**src/rtl/modular_inverse_ext_euclid_macros.svh**
```systemverilog
// Assertion macros used by the top-level RTL file.
`ifndef MODULAR_INVERSE_EXT_EUCLID_MACROS_SVH
`define MODULAR_INVERSE_EXT_EUCLID_MACROS_SVH

// Same-cycle implication, checked on every rising clock edge out of reset.
`define MIE_ASSERT_IMPL(label, clk, rst_n, ante, cons) \
    label: assert property (@(posedge clk) disable iff (!rst_n) (ante) |-> (cons)) \
        else $error("assertion failed");

// Next-cycle implication, checked on every rising clock edge out of reset.
`define MIE_ASSERT_NEXT(label, clk, rst_n, ante, cons) \
    label: assert property (@(posedge clk) disable iff (!rst_n) (ante) |=> (cons)) \
        else $error("assertion failed");

`endif

```
**src/rtl/mie_pkg.sv**
```systemverilog
`default_nettype none
package mie_pkg;
    localparam int WORD_BITS = 32;
    localparam int COEF_W    = WORD_BITS + 1;
    localparam int CNT_W     = $clog2(WORD_BITS);

    typedef enum logic [2:0] {
        S_IDLE,
        S_CHECK,
        S_DIV,
        S_UPD,
        S_FIN
    } t_state;

    typedef struct packed {
        logic                 qbit;
        logic [WORD_BITS-1:0] pr;
        logic [COEF_W-1:0]    acc;
    } t_step;
endpackage
`default_nettype wire

```
**src/rtl/modular_inverse_ext_euclid.sv**
```systemverilog
// Sequence: S_IDLE accepts start, S_CHECK loads the divider, then each Euclid step runs a
// bit-serial restoring divide in S_DIV followed by an update in S_UPD (at most about 46 steps
// for 32-bit operands); S_FIN computes the inverse, registered together with the o_valid strobe.
// One transaction at a time; busy falls in the strobe cycle, so a new start can be accepted
// while o_valid is high. The receiver cannot stall the block.
// Reset: synchronous, active low; returns the sequencer to idle and clears the strobe.
`default_nettype none
`include "modular_inverse_ext_euclid_macros.svh"
module modular_inverse_ext_euclid (
    input  wire logic                          i_clk,
    input  wire logic                          i_rst_n,
    input  wire logic                          start,
    output logic                               busy,
    input  wire logic [mie_pkg::WORD_BITS-1:0] i_value,
    input  wire logic [mie_pkg::WORD_BITS-1:0] i_modulus,
    output logic                               o_valid,
    output logic [mie_pkg::WORD_BITS-1:0]      o_inverse_out
);
    localparam int W = mie_pkg::WORD_BITS;
    localparam int C = mie_pkg::COEF_W;
    localparam int N = mie_pkg::CNT_W;

    mie_pkg::t_state r_state, n_state;
    logic [W-1:0] r_r, n_r, r_nr, n_nr, r_mod, n_mod, r_pr, n_pr, r_dvd, n_dvd;
    logic [C-1:0] r_t, n_t, r_nt, n_nt, r_acc, n_acc;
    logic [N-1:0] r_cnt, n_cnt;
    logic         r_valid, n_valid;
    logic [W-1:0] r_inv, n_inv;
    mie_pkg::t_step step;

    mie_step u_step (
        .i_pr      (r_pr),
        .i_dvd_bit (r_dvd[W-1]),
        .i_nr      (r_nr),
        .i_acc     (r_acc),
        .i_nt      (r_nt),
        .o_step    (step)
    );

    always_ff @(posedge i_clk) begin
        if (!i_rst_n) begin
            r_state <= mie_pkg::S_IDLE;
            r_valid <= 1'b0;
            r_cnt   <= '0;
        end else begin
            r_state <= n_state;
            r_valid <= n_valid;
            r_cnt   <= n_cnt;
        end
        r_r   <= n_r;
        r_nr  <= n_nr;
        r_mod <= n_mod;
        r_pr  <= n_pr;
        r_dvd <= n_dvd;
        r_t   <= n_t;
        r_nt  <= n_nt;
        r_acc <= n_acc;
        r_inv <= n_inv;
    end

    always_comb begin
        n_state = r_state;
        n_r     = r_r;
        n_nr    = r_nr;
        n_mod   = r_mod;
        n_pr    = r_pr;
        n_dvd   = r_dvd;
        n_t     = r_t;
        n_nt    = r_nt;
        n_acc   = r_acc;
        n_cnt   = r_cnt;
        n_valid = 1'b0;
        n_inv   = r_inv;
        unique case (r_state)
            mie_pkg::S_IDLE: begin
                if (start) begin
                    n_r     = i_modulus;
                    n_nr    = i_value;
                    n_mod   = i_modulus;
                    n_t     = '0;
                    n_nt    = C'(1);
                    n_state = mie_pkg::S_CHECK;
                end
            end
            mie_pkg::S_CHECK: begin
                n_pr  = '0;
                n_dvd = r_r;
                n_acc = '0;
                n_cnt = '0;
                n_state = (r_nr == '0) ? mie_pkg::S_FIN : mie_pkg::S_DIV;
            end
            mie_pkg::S_DIV: begin
                n_pr  = step.pr;
                n_acc = step.acc;
                n_dvd = {r_dvd[W-2:0], 1'b0};
                n_cnt = r_cnt + N'(1);
                if (r_cnt == N'(W - 1)) begin
                    n_state = mie_pkg::S_UPD;
                end
            end
            mie_pkg::S_UPD: begin
                n_r   = r_nr;
                n_nr  = r_pr;
                n_t   = r_nt;
                n_nt  = r_t - r_acc;
                n_dvd = r_nr;
                n_pr  = '0;
                n_acc = '0;
                n_cnt = '0;
                n_state = (r_pr == '0) ? mie_pkg::S_FIN : mie_pkg::S_DIV;
            end
            mie_pkg::S_FIN: begin
                n_inv   = r_t[C-1] ? (r_t[W-1:0] + r_mod) : r_t[W-1:0];
                n_valid = 1'b1;
                n_state = mie_pkg::S_IDLE;
            end
            default: begin
                n_state = mie_pkg::S_IDLE;
            end
        endcase
    end

    assign busy          = (r_state != mie_pkg::S_IDLE);
    assign o_valid       = r_valid;
    assign o_inverse_out = r_inv;

    `MIE_ASSERT_NEXT(a_start_busy, i_clk, i_rst_n, start && !busy, busy)
    `MIE_ASSERT_IMPL(a_div_nonzero, i_clk, i_rst_n, r_state == mie_pkg::S_DIV, r_nr != '0)
    `MIE_ASSERT_IMPL(a_upd_after_div, i_clk, i_rst_n, r_state == mie_pkg::S_UPD,
                     $past(r_state) == mie_pkg::S_DIV)
    `MIE_ASSERT_IMPL(a_valid_after_fin, i_clk, i_rst_n, o_valid,
                     !busy && $past(r_state) == mie_pkg::S_FIN)
endmodule
`default_nettype wire

```
**src/rtl/mie_step.sv**
```systemverilog
`default_nettype none
// One radix-2 step of the restoring division r / nr, with the quotient bit
// folded at once into the running product q * nt.
module mie_step (
    input  wire logic [mie_pkg::WORD_BITS-1:0] i_pr,
    input  wire logic                          i_dvd_bit,
    input  wire logic [mie_pkg::WORD_BITS-1:0] i_nr,
    input  wire logic [mie_pkg::COEF_W-1:0]    i_acc,
    input  wire logic [mie_pkg::COEF_W-1:0]    i_nt,
    output mie_pkg::t_step                     o_step
);
    logic [mie_pkg::WORD_BITS:0] trial;
    logic [mie_pkg::WORD_BITS:0] diff;
    logic [mie_pkg::COEF_W-1:0]  acc_sh;

    always_comb begin
        trial = {i_pr, i_dvd_bit};
        diff  = trial - {1'b0, i_nr};
        o_step.qbit = ~diff[mie_pkg::WORD_BITS];
        o_step.pr   = o_step.qbit ? diff[mie_pkg::WORD_BITS-1:0]
                                  : trial[mie_pkg::WORD_BITS-1:0];
        acc_sh      = {i_acc[mie_pkg::COEF_W-2:0], 1'b0};
        o_step.acc  = o_step.qbit ? (acc_sh + i_nt) : acc_sh;
    end
endmodule
`default_nettype wire
```
**config.mk**
```make
export PLATFORM = sky130hd
export DESIGN_NAME = modular_inverse_ext_euclid
export DESIGN_NICKNAME = d
export VERILOG_FILES = /design/src/rtl/mie_pkg.sv /design/src/rtl/modular_inverse_ext_euclid.sv /design/src/rtl/mie_step.sv
export VERILOG_INCLUDE_DIRS = /design/src /design/src/rtl
export SDC_FILE = /design/constraint.sdc
export NUM_CORES = 1
export LEC_CHECK = 0
export ABC_AREA = 1
export BUFFER_PORTS_ARGS = -buffer_cell sky130_fd_sc_hd__clkbuf_2
export CAP_MARGIN = 30
export CORE_MARGIN = 10
export CORE_UTILIZATION = 45
export CTS_CLUSTER_DIAMETER = 80
export DETAILED_ROUTE_END_ITERATION = 8
export GPL_ROUTABILITY_DRIVEN = 0
export GPL_TIMING_DRIVEN = 0
export SYNTH_ARGS = -nofsm -noshare
export SYNTH_HDL_FRONTEND = slang
export SYNTH_HIERARCHICAL = 1
export SYNTH_SLANG_ARGS = --single-unit
```
**constraint.sdc**
```tcl
create_clock -name i_clk -period 11.3 [get_ports i_clk]
set_input_delay 0.565 -clock i_clk [delete_from_list [all_inputs] [get_ports i_clk]]
set_output_delay 0.565 -clock i_clk [all_outputs]
set_load 0.01 [all_outputs]
```
==> results of run 1 <==
[power breakdown]
group / internal [W] / switching, W
logic: 0.00131 / 0.00262
clock network: 0.000644 / 0.000468
registers: 0.00164 / 0.000244
total: 0.00360 / 0.00334
[Yosys cell counts, types with 4 or more instances]
cell type	count	area share, %
buf_2	21	0.46
dfxtp_1	9	0.79
nand4_1	30	0.83
buf_1	8	0.13
clkbuf_1	14	0.23
nand3_1	198	4.4
nand3b_1	8	0.26
nor3_1	19	0.42
ha_1	128	7.1
fa_1	4	0.35
nor2_2	5	0.14
a21oi_1	123	2.7
nand2_2	36	0.99
nor2_1	315	5.2
xnor2_1	15	0.58
buf_6	9	0.45
o21bai_1	19	0.63
inv_1	626	10
o21ai_1	5	0.11
inv_2	9	0.15
edfxtp_1	291	39
o21ai_0	70	1.5
and2_1	11	0.30
xor2_1	30	1.2
nand2_1	1265	21
[worst paths after layout]
path	from	endpoint	slack, ps	cells past startpoint
worst max-delay path	r_dvd[31]	r_acc[28]	8260	20
worst min-delay path	i_modulus[8]	r_mod[8]	220	1
worst max register to register	r_dvd[31]	r_acc[28]	8260	20
worst min register to register	r_cnt[3]	r_cnt[3]	470	1
[kinds of logic (layout without fill, tap and decap cells)]
| kind of cell | count (synthesis) | count (layout) |
|---|---|---|
| simple gates | 1902 | 1902 |
| flops | 300 | 300 |
| compound gates | 229 | 229 |
| fa+ha+maj | 132 | 132 |
| buf+inv | 693 | 862 |
| xor+xnor | 45 | 45 |
[flip-flops by register name (all words and copies together) (netlist names)]
register,cells
o_inverse_out,32
o_valid,1
r_acc,33
r_cnt,5
r_dvd,32
r_mod,32
r_nr,32
r_nt,33
r_pr,32
r_r,32
r_state,3
r_t,33
[metrics by stage]
stage	util (%)	total power [W]	instance area, um^2
finish	50.7	0.00694	25300
global route	50.7	0.00755	25300
CTS	50.7	0.00692	25300
detailed placement	48.5	0.00579	24200
global placement	48.1	0.00577	24000
floorplan	-	0.00474	22700
[per-layer routing]
metal	vias up	wire length, um
met5	-	0
met2	807	32800
met4	0	1650
met1	9641	31400
met3	96	5410
li1	10600	-
[area by class of cell]
type	count	area, um^2	area share [%]
Multi-Input combinational cell	2308	11100	43.7
Sequential cell	300	8920	35.2
Clock buffer	45	956	3.77
Tap cell	672	841	3.32
Buffer	57	349	1.38
Clock inverter	16	131	0.519
Timing Repair Buffer	108	683	2.70
Inverter	636	2390	9.44
[worst register-to-register path, delay by kind of cell, from the launching register on]
| kind | cells | cell delay, ps |
|---|---|---|
| DFF | 1 | 430 |
| buffers and inverters | 5 | 610 |
| adders and majority gates | 2 | 660 |
| and+or+nand+nor | 13 | 1210 |
==> impl_results.md, run 1 <==
* Status: finished clean
* Crit path kind: flip-flop to flip-flop
* Largest net degree at the start of global routing at 57
* Post-synthesis compound-gate area fraction at 5.41%
* GR Util All Layers at 23.2%
* Worst setup EP type: flip-flop
* TritonCTS buffer count at 37
* Hold Slack at 221 ps
* Avg Cell Area, Syn at 6.87 um^2
* Bufs and invs on worst path at 5
* Maximum clock insertion buffer count at 3
* Die width at 245 um
* Vias in the first global route at 19600
* TritonCTS Sinks at 300
* Antenna viol nets, final at 0
* Clock Skew at 15.1 ps
* Post-synthesis adder-cell area fraction at 7.41%
* CP required at 11700 ps
* DRC at 0
* Yosys cell types at 43
* First-pass GRT wire length at 109 mm
* Pwr/cell area at 274 nW/um^2
* Startpoint Class: flip-flop
* Setup TNS at 0 ps
* EDFF count, synth at 291
* Gate Count Post-Synth at 3301
* Main combinational cell family by area after synthesis: simple AND/OR/NAND/NOR gates
* RSZ-0062 raised after global routing: no
* P_leak at 13.3 nW
* Fin nets at 3647
* Io pins at 101
* Fin. max-slew vios at 0
* Vias/cell at 5.10
* Met3 usage at 3.54%
* Top cell by count, worst path: nand2_1
* H-tree levels at 2
* Final Non-Filler Cells at 4142
* Die H at 245 um
* Max incr delay on CP at 430 ps
* Max-Slew Margin vs Limit at 39.3%
* Crit-path cells: inv_1 -> ha_1 -> fa_1 -> inv_1 -> nand2_1 -> nand2_1 -> nand3_1 -> nand2_2 -> nand2_1 -> nand2_2 -> nand2_2 -> nand2_2 -> nand2_1 -> nand2_2 -> buf_6 -> buf_6 -> nand2_1 -> nand2_1 -> inv_1 -> nor2_1
* HP Class: primary input to flip-flop
* Layout cells sized above 1 at 7.41%
* Cell Area, Synth at 22700 um^2
* Period utilization at 26.9%
* Port bufs at 100
* Post-synthesis async set-or-reset flop share at 0%
* Xor/xnor share of the synthesized area at 1.74%
* Fillers at 5034
* CTS tree: done
* Initial core utilization at 45.4%
* Rows at 82
* Top cell family by delay on the critical path: simple AND/OR/NAND/NOR gates
* Final worst slack at 8260 ps
* Setup violators final at 0
* CP Max Fanout at 10
* YS warnings at 6
* Maximum vdd drop at 0.192 mV
* Initial antenna violation count at 0
* Clock Latency Late Sink at 540 ps
* Seq/Total Area, Yosys at 39.3%
* Commonest non-fill, non-tap cell in the layout: nand2_1
* Wirelength, routed at 71.2 mm
* GR Util met1 at 31.2%
* Most frequent cells in the layout: nand2_1, inv_1, nor2_1
* Post-CTS setup buffer count at 0
* Core Box Area at 50000 um^2
* Die ar. at 59800 um^2
* Area Overhead vs Synth at 11.6%
* Via count at 21100
* Gr busiest metal: met2
* Avg WL per Cell at 17.2 um
* Worst slew pin tran at 908 ps
* Max-cap violation count at 0
* CTS Root Cell: clkbuf_16
* Iteration-0 DRC Markers at 2078
* Net Count, Synth at 3500
* Crit path DAT at 3440 ps
* Time the worst path needs with I/O delays and setup at 3040 ps
* Post-DP HPWL at 58.2 mm
* F_max at 0.329 GHz
* Post-synthesis mux area share at 0%
* Post-synthesis register bit count at 300
* Placed instance count at 4081
* CP max-delay cell: edfxtp_1
* Resize count post-CTS at 0
* Reg clk slew, reported paths at 60 ps
* Ys flop type: edfxtp_1
* N_diodes at 0
* GR Util met2 at 38.3%
* Worst slack at placement at 8320 ps
* Total grt overflow at 0
* Hold Fails Final Rpt at 0
* DRT Pass-1 Iters at 5
* Simple-gate share of the synthesized area at 34.1%
* Hold_buf cts at 0
No activity file was read; power rests on OpenSTA's default activity.
==> run 2, diff against run 1 <==
Clock period 11.3 ns to 2.81 ns, I/O delays scaled along.
==> impl_results.md, run 2 (same netlist as run 1, synthesis figures left out) <==
* Status: finished clean
* Layout cells sized above 1 at 8.26% (+0.85 points)
* Hold Fails Final Rpt at 0 (unchanged)
* Port bufs at 100 (unchanged)
* Initial antenna violation count at 2 (+2)
* Maximum vdd drop at 0.764 mV (+300%)
* F_max at 0.372 GHz (+13%)
* Core Box Area at 50000 um^2 (unchanged)
* Period utilization at 95.6% (+69 points)
* Largest registers: r_acc x33, r_nt x33, r_t x33
* Reg clk slew, reported paths at 60 ps (about the same)
* Gr busiest metal: met2
* Vias/cell at 5.09 (about the same)
* Antenna viol nets, final at 0 (unchanged)
* DRC at 0 (unchanged)
* Time the worst path needs with I/O delays and setup at 2690 ps (-358 ps)
* Worst Setup SP: r_nr[6]
* Crit path DAT at 2970 ps (-470 ps)
* Fillers at 4910 (-2.5%)
* Setup violators final at 0 (unchanged)
* First-pass GRT wire length at 111 mm (+2.1%)
* HP Class: primary input to flip-flop
* Clock Skew at 17.1 ps (+2.04 ps)
* CTS Root Cell: clkbuf_16
* Initial core utilization at 45.4% (unchanged)
* Area Overhead vs Synth at 15.8%
* Total power at 0.0287 W (+310%)
* H-tree levels at 2 (unchanged)
* Min-Delay Path Depth at 2 (+1)
* Commonest non-fill, non-tap cell in the layout: nand2_1
* Die ar. at 59800 um^2 (unchanged)
* FF-to-FF setup slack at 120 ps (-8130 ps)
* Worst-case reg-to-reg path depth at 18 (-10%)
* Crit path kind: flip-flop to flip-flop
* Flop pwr share at 26.4% (-0.8 points)
* RSZ-0062 raised after global routing: yes
* Io pins at 101 (unchanged)
* GR Util met1 at 31.8% (+0.59 points)
* Pwr/cell area at 1090 nW/um^2 (+300%)
* TritonCTS buffer count at 35 (-5.4%)
* Post-DP HPWL at 58.1 mm (about the same)
* Internal Dissipation at 0.0150 W (+320%)
* Fin. max-slew vios at 0 (unchanged)
* CTS tree: done
* Total grt overflow at 0 (unchanged)
* Via count at 21500 (+1.9%)
* Wirelength, routed at 72.5 mm (+1.8%)
* Max-cap violation count at 0 (unchanged)
* Vias in the first global route at 20300 (+3.3%)
* Comb power frac at 57.6% (+0.8 points)
* CP Max Fanout at 5 (-5)
* Worst flop-to-flop path endpoint: r_acc[32]
* Iteration-0 DRC Markers at 2117 (+1.9%)
* Critical R2R Launch: r_nr[6]
* Worst slew pin tran at 897 ps (-10.5 ps)
* TritonCTS Sinks at 300 (unchanged)
* Met3 usage at 3.89% (+0.35 points)
* Max-Slew Margin vs Limit at 40.0% (+0.70 points)
* Crit path to: r_acc[32]
* Clock Power Share at 15.9% (about the same)
* Largest net degree at the start of global routing at 66 (+16%)
* Avg WL per Cell at 17.2 um (-0.12%)
* Util after Layout at 52.6% (+1.9 points)
* Fin nets at 3723 (+2.1%)
* Worst setup EP type: flip-flop
* GR Util All Layers at 23.7% (+0.49 points)
* Switching portion of total power at 47.7% (-0.38 points)
* Die H at 245 um (unchanged)
* Most frequent cells in the layout: nand2_1, inv_1, nor2_1
* DRT Pass-1 Iters at 7 (+2)
* Net switching power at 0.0137 W (+310%)
* Startpoint Class: flip-flop
* Rows at 82 (unchanged)
* GR Util met2 at 38.8% (+0.50 points)
* P_leak at 13.7 nW (+3.0%)
* Die width at 245 um (unchanged)
* Clock Latency Late Sink at 540 ps (about the same)
* CP required at 3100 ps (-8600 ps)
* Maximum clock insertion buffer count at 3 (unchanged)
## run 2: cell types whose count changed in the layout (fill, tap and decap cells not counted), sizes merged
cell / before / now
diode: 0 / 2
dlygate4sd3: 0 / 66
clkinv: 14 / 16
clkinvlp: 0 / 2
bufinv: 2 / 3
buf: 50 / 60
clkbuf: 160 / 158
## run 2: metal layers
layer  vias up  wire (um)
met5         -          0
li1      10700          -
met1      9873      31600
met3       115       5730
met4         0       1980
met2       783      33200
## run 2: layout make-up
class	instances	area (um^2)	area share (%)
buffer	57	409	1.56
antenna	2	5.00	0.0191
timing repair buffer	186	1440	5.50
multi-input combinational	2308	11100	42.3
tap	672	841	3.20
sequential	300	8920	34.0
clock inverter	21	193	0.734
inverter	636	2390	9.11
clock buffer	41	941	3.58
## run 2: per-stage QoR
stage	hold WS (ps)	instances	setup WS, ps	TNS (ps)	cell area, um^2
final	341	4223	125	0	26300
after global routing	339	4223	-29.2	-170	26300
after CTS	324	4211	24.8	0	26100
after detailed placement	341	4081	-134	-2620	24200
after global placement	341	4073	-1420	-220170	24100
after floorplan	238	3301	-305	-39640	22700
## run 2: critical path: stages, from the launching register on
cell and delay [ps]:
edfxtp_1 460, inv_1 90, ha_1 350, nand2_2 140
inv_1 60, a21oi_2 200, nand2_2 100, nand2_1 70
nand2_2 80, nand2_2 100, nand2_2 60, nand2_1 100
nand2_4 80, buf_4 140, clkbuf_16 160, nand2_1 60
nand2_1 50, inv_1 90, nor2_1 50
## run 2: power groups by stage
stage / Combinational [W] / Clock, W / Sequential, W
finish: 0.0165 / 0.00457 / 0.00758
floorplan: 0.0117 / 0 / 0.00724
detailed placement: 0.0156 / 0 / 0.00768
global route: 0.0186 / 0.00485 / 0.00770
CTS: 0.0158 / 0.00466 / 0.00760
global placement: 0.0153 / 0 / 0.00775
## run 2: how the worst min path moves through the flow
stage,start,end,slack (ps)
floorplan,i_rst_n,r_state[1],240
global placement,i_modulus[7],r_mod[7],340
detailed placement,i_modulus[8],r_mod[8],340
CTS,i_modulus[8],r_mod[8],320
global route,i_modulus[8],r_mod[8],340
finish,i_modulus[8],r_mod[8],340
## run 2: timing repair
item                       CTS  global route
pin swaps                    1             2
setup buffers                2             9
cloned                       0             1
hold buffers                66             0
setup endpoints to repair   65            69
hold endpoints to repair   100             0
gates resized for setup      5            25
==> run 3, diff against run 2 <==
Settings changed: ABC_AREA 1 to default.
==> impl_results.md, run 3 <==
* Status: finished with violations
* Failing checks: negative setup slack
* Net Count, Synth at 2174 (-38%)
* Min-Delay Path Depth at 2 (unchanged)
* Largest net degree at the start of global routing at 61 (-7.6%)
* F_max at 0.286 GHz (-23%)
* Io pins at 101 (unchanged)
* Core Box Area at 43100 um^2 (-14%)
* Die width at 229 um (-6.5%)
* Setup violators final at 85 (+85)
* Clock Latency Late Sink at 560 ps (+20 ps)
* Most frequent cells in the layout: nand2_1, edfxtp_1, a21oi_1
* CP required at 3110 ps (about the same)
* Vias in the first global route at 16200 (-20%)
* Fin. max-slew vios at 0 (unchanged)
* Post-synthesis register bit count at 300 (unchanged)
* TritonCTS Sinks at 300 (unchanged)
* Rows at 76 (-7.3%)
* Largest registers: r_acc x33, r_nt x33, r_t x33
* Max-cap violation count at 0 (unchanged)
* Worst slack at placement at -1270 ps (-1140 ps)
* Maximum clock insertion buffer count at 3 (unchanged)
* Period utilization at 124% (+29 points)
* GR Util All Layers at 22.1% (-1.6 points)
* Layout cells sized above 1 at 24.3% (+16 points)
* Wirelength, routed at 60.9 mm (-16%)
* HP Class: primary input to flip-flop
* Port bufs at 100 (unchanged)
* Placed cell areas at 21100 um^2 (-13%)
* Time the worst path needs with I/O delays and setup at 3490 ps (+810 ps)
* Via count at 16600 (-23%)
* First-pass GRT wire length at 91.9 mm (-17%)
* Post-synthesis async set-or-reset flop share at 0% (unchanged)
* Crit path kind: flip-flop to flip-flop
* Worst setup EP type: flip-flop
* Reg clk slew, reported paths at 60 ps (about the same)
* Die H at 229 um (-6.5%)
* Final worst slack at -685 ps (-810 ps)
* Seq/Total Area, Yosys at 45.6% (+6.2 points)
* Max-Slew Margin vs Limit at 29.7% (-10 points)
* Gate Count Post-Synth at 1975 (-40%)
* Worst slew pin tran at 1060 ps (+158 ps)
* Avg WL per Cell at 20.9 um (+22%)
* Worst-case reg-to-reg path depth at 16 (-2)
* EDFF count, synth at 291 (unchanged)
* Antenna viol nets, final at 0 (unchanged)
* FF-to-FF setup slack at -680 ps (-810 ps)
* Fin nets at 2501 (-33%)
* Commonest non-fill, non-tap cell in the layout: nand2_1
* YS warnings at 6 (unchanged)
* Initial antenna violation count at 2 (unchanged)
* N_diodes at 0 (-2)
* Top cells by area, synth: edfxtp_1, ha_1, nand2_1, mux2_2, o21ai_0
* Total power at 0.0187 W (-35%)
* Fillers at 3611 (-26%)
* Share of the synthesized area in the top cell type at 44.6% (+6.1 points)
* CTS tree: done
* Clock Skew at 25.1 ps (+7.97 ps)
* Crit path DAT at 3790 ps (+820 ps)
* Die ar. at 52200 um^2 (-13%)
* Area Overhead vs Synth at 29.2%
* DRC at 0 (unchanged)
* Avg Cell Area, Syn at 9.91 um^2 (+44%)
* DRT Pass-1 Iters at 5 (-2)
* Ys flop type: edfxtp_1
* Iteration-0 DRC Markers at 1164 (-45%)
* Hold Fails Final Rpt at 0 (unchanged)
* Biggest area consumer among synthesized cells: edfxtp_1
* Count leader, synth: nand2_1
* Synth top cells by count: nand2_1, edfxtp_1, o21ai_0
* Initial core utilization at 45.4% (about the same)
* Pwr/cell area at 739 nW/um^2 (-32%)
* Startpoint Class: flip-flop
* CP Max Fanout at 4 (-1)
* Total grt overflow at 0 (unchanged)
* Maximum vdd drop at 0.626 mV (-18%)
* Yosys cell types at 76 (+77%)
* Post-DP HPWL at 41.8 mm (-28%)
* TritonCTS buffer count at 36 (+2.9%)
* Post-route cell area at 25300 um^2 (-3.7%)
* Vias/cell at 5.70 (+12%)
* CTS Root Cell: clkbuf_16
* RSZ-0062 raised after global routing: yes
* H-tree levels at 2 (unchanged)
* P_leak at 10.4 nW (-24%)
* Cell Area, Synth at 19600 um^2 (-14%)
[run 3: cell types whose count changed after synthesis, sizes merged, moves of 51 or more]
cell | before | now
and2 | 11 | 75
nand3 | 199 | 25
nand2 | 1301 | 316
clkbuf | 15 | 66
and3 | 2 | 56
nor2 | 323 | 98
o21ai | 75 | 133
mux2 | 0 | 65
inv | 635 | 108
[run 3: logic make-up (layout without fill, tap and decap cells)]
kind of cell	after synthesis	count (layout)	synth area share, %
mux	102	102	5.77
fa+ha+maj	132	132	8.59
compound gates	459	459	14.9
flops	300	300	45.6
xor+xnor	94	94	4.21
simple gates	703	704	17.2
buf+inv	185	538	3.76
[run 3: path summary, 6_finish.rpt]
check	from	end
max	r_nr[0]	r_acc[20]
min	i_modulus[6]	r_mod[6]
max reg2reg	r_nr[0]	r_acc[20]
min reg2reg	r_cnt[3]	r_cnt[3]
[run 3: per-stage QoR]
step	setup TNS, ps	hold WS (ps)	std cells	utilization [%]
after floorplan	-22740	239	1975	-
after global placement	-279170	338	2660	48.6
after detailed placement	-108000	340	2665	49.0
after CTS	-35140	292	2875	56.3
after global routing	-43820	306	2914	58.7
final	-38070	330	2914	58.7
[run 3: worst max-delay path, cell delays in order (launching register included)]
cell and delay (ps):
edfxtp_1 410, ha_2 230, fa_2 350, nand2b_4 160
a21oi_4 130, o21a_4 180, o21ai_4 70, a2111oi_4 440
buf_4 190, o31ai_4 60, buf_6 150, nand2_8 90
inv_6 50, buf_12 130, clkbuf_16 150, mux2_4 290
and2_1 130
[run 3: power by group]
part / internal, W / total [W] / switching, W
Clock: 0.00271 / 0.00467 / 0.00196
Combinational: 0.00385 / 0.00795 / 0.00410
Sequential: 0.00564 / 0.00608 / 0.000440
Total: 0.0122 / 0.0187 / 0.00650
[run 3: final cells by class]
type | count | area, um^2 | share of cell area [%]
multi-input cells | 1491 | 11300 | 44.6
flip-flops and latches | 300 | 8920 | 35.3
repair buffers | 299 | 2410 | 9.54
clock buffers | 38 | 940 | 3.72
well taps | 585 | 732 | 2.89
inverters | 108 | 415 | 1.64
plain buffers | 66 | 377 | 1.49
clock inverters | 27 | 221 | 0.876
[run 3: metal layers]
layer / track usage (%) / share of wire, % / routed length [um]
met1: 28.1 / 42 / 25900
met2: 37.6 / 49 / 29700
met3: 3.05 / 5.3 / 3230
met4: 7.71 / 3.4 / 2050
met5: 0 / 0.011 / 7
[run 3: timing repair]
item	CTS	global route
setup buffers	80	52
hold buffers	66	0
pin swaps	55	79
gates resized for setup	150	162
hold endpoints to repair	105	0
endpoints found under the setup margin	220	179
cloned	2	1
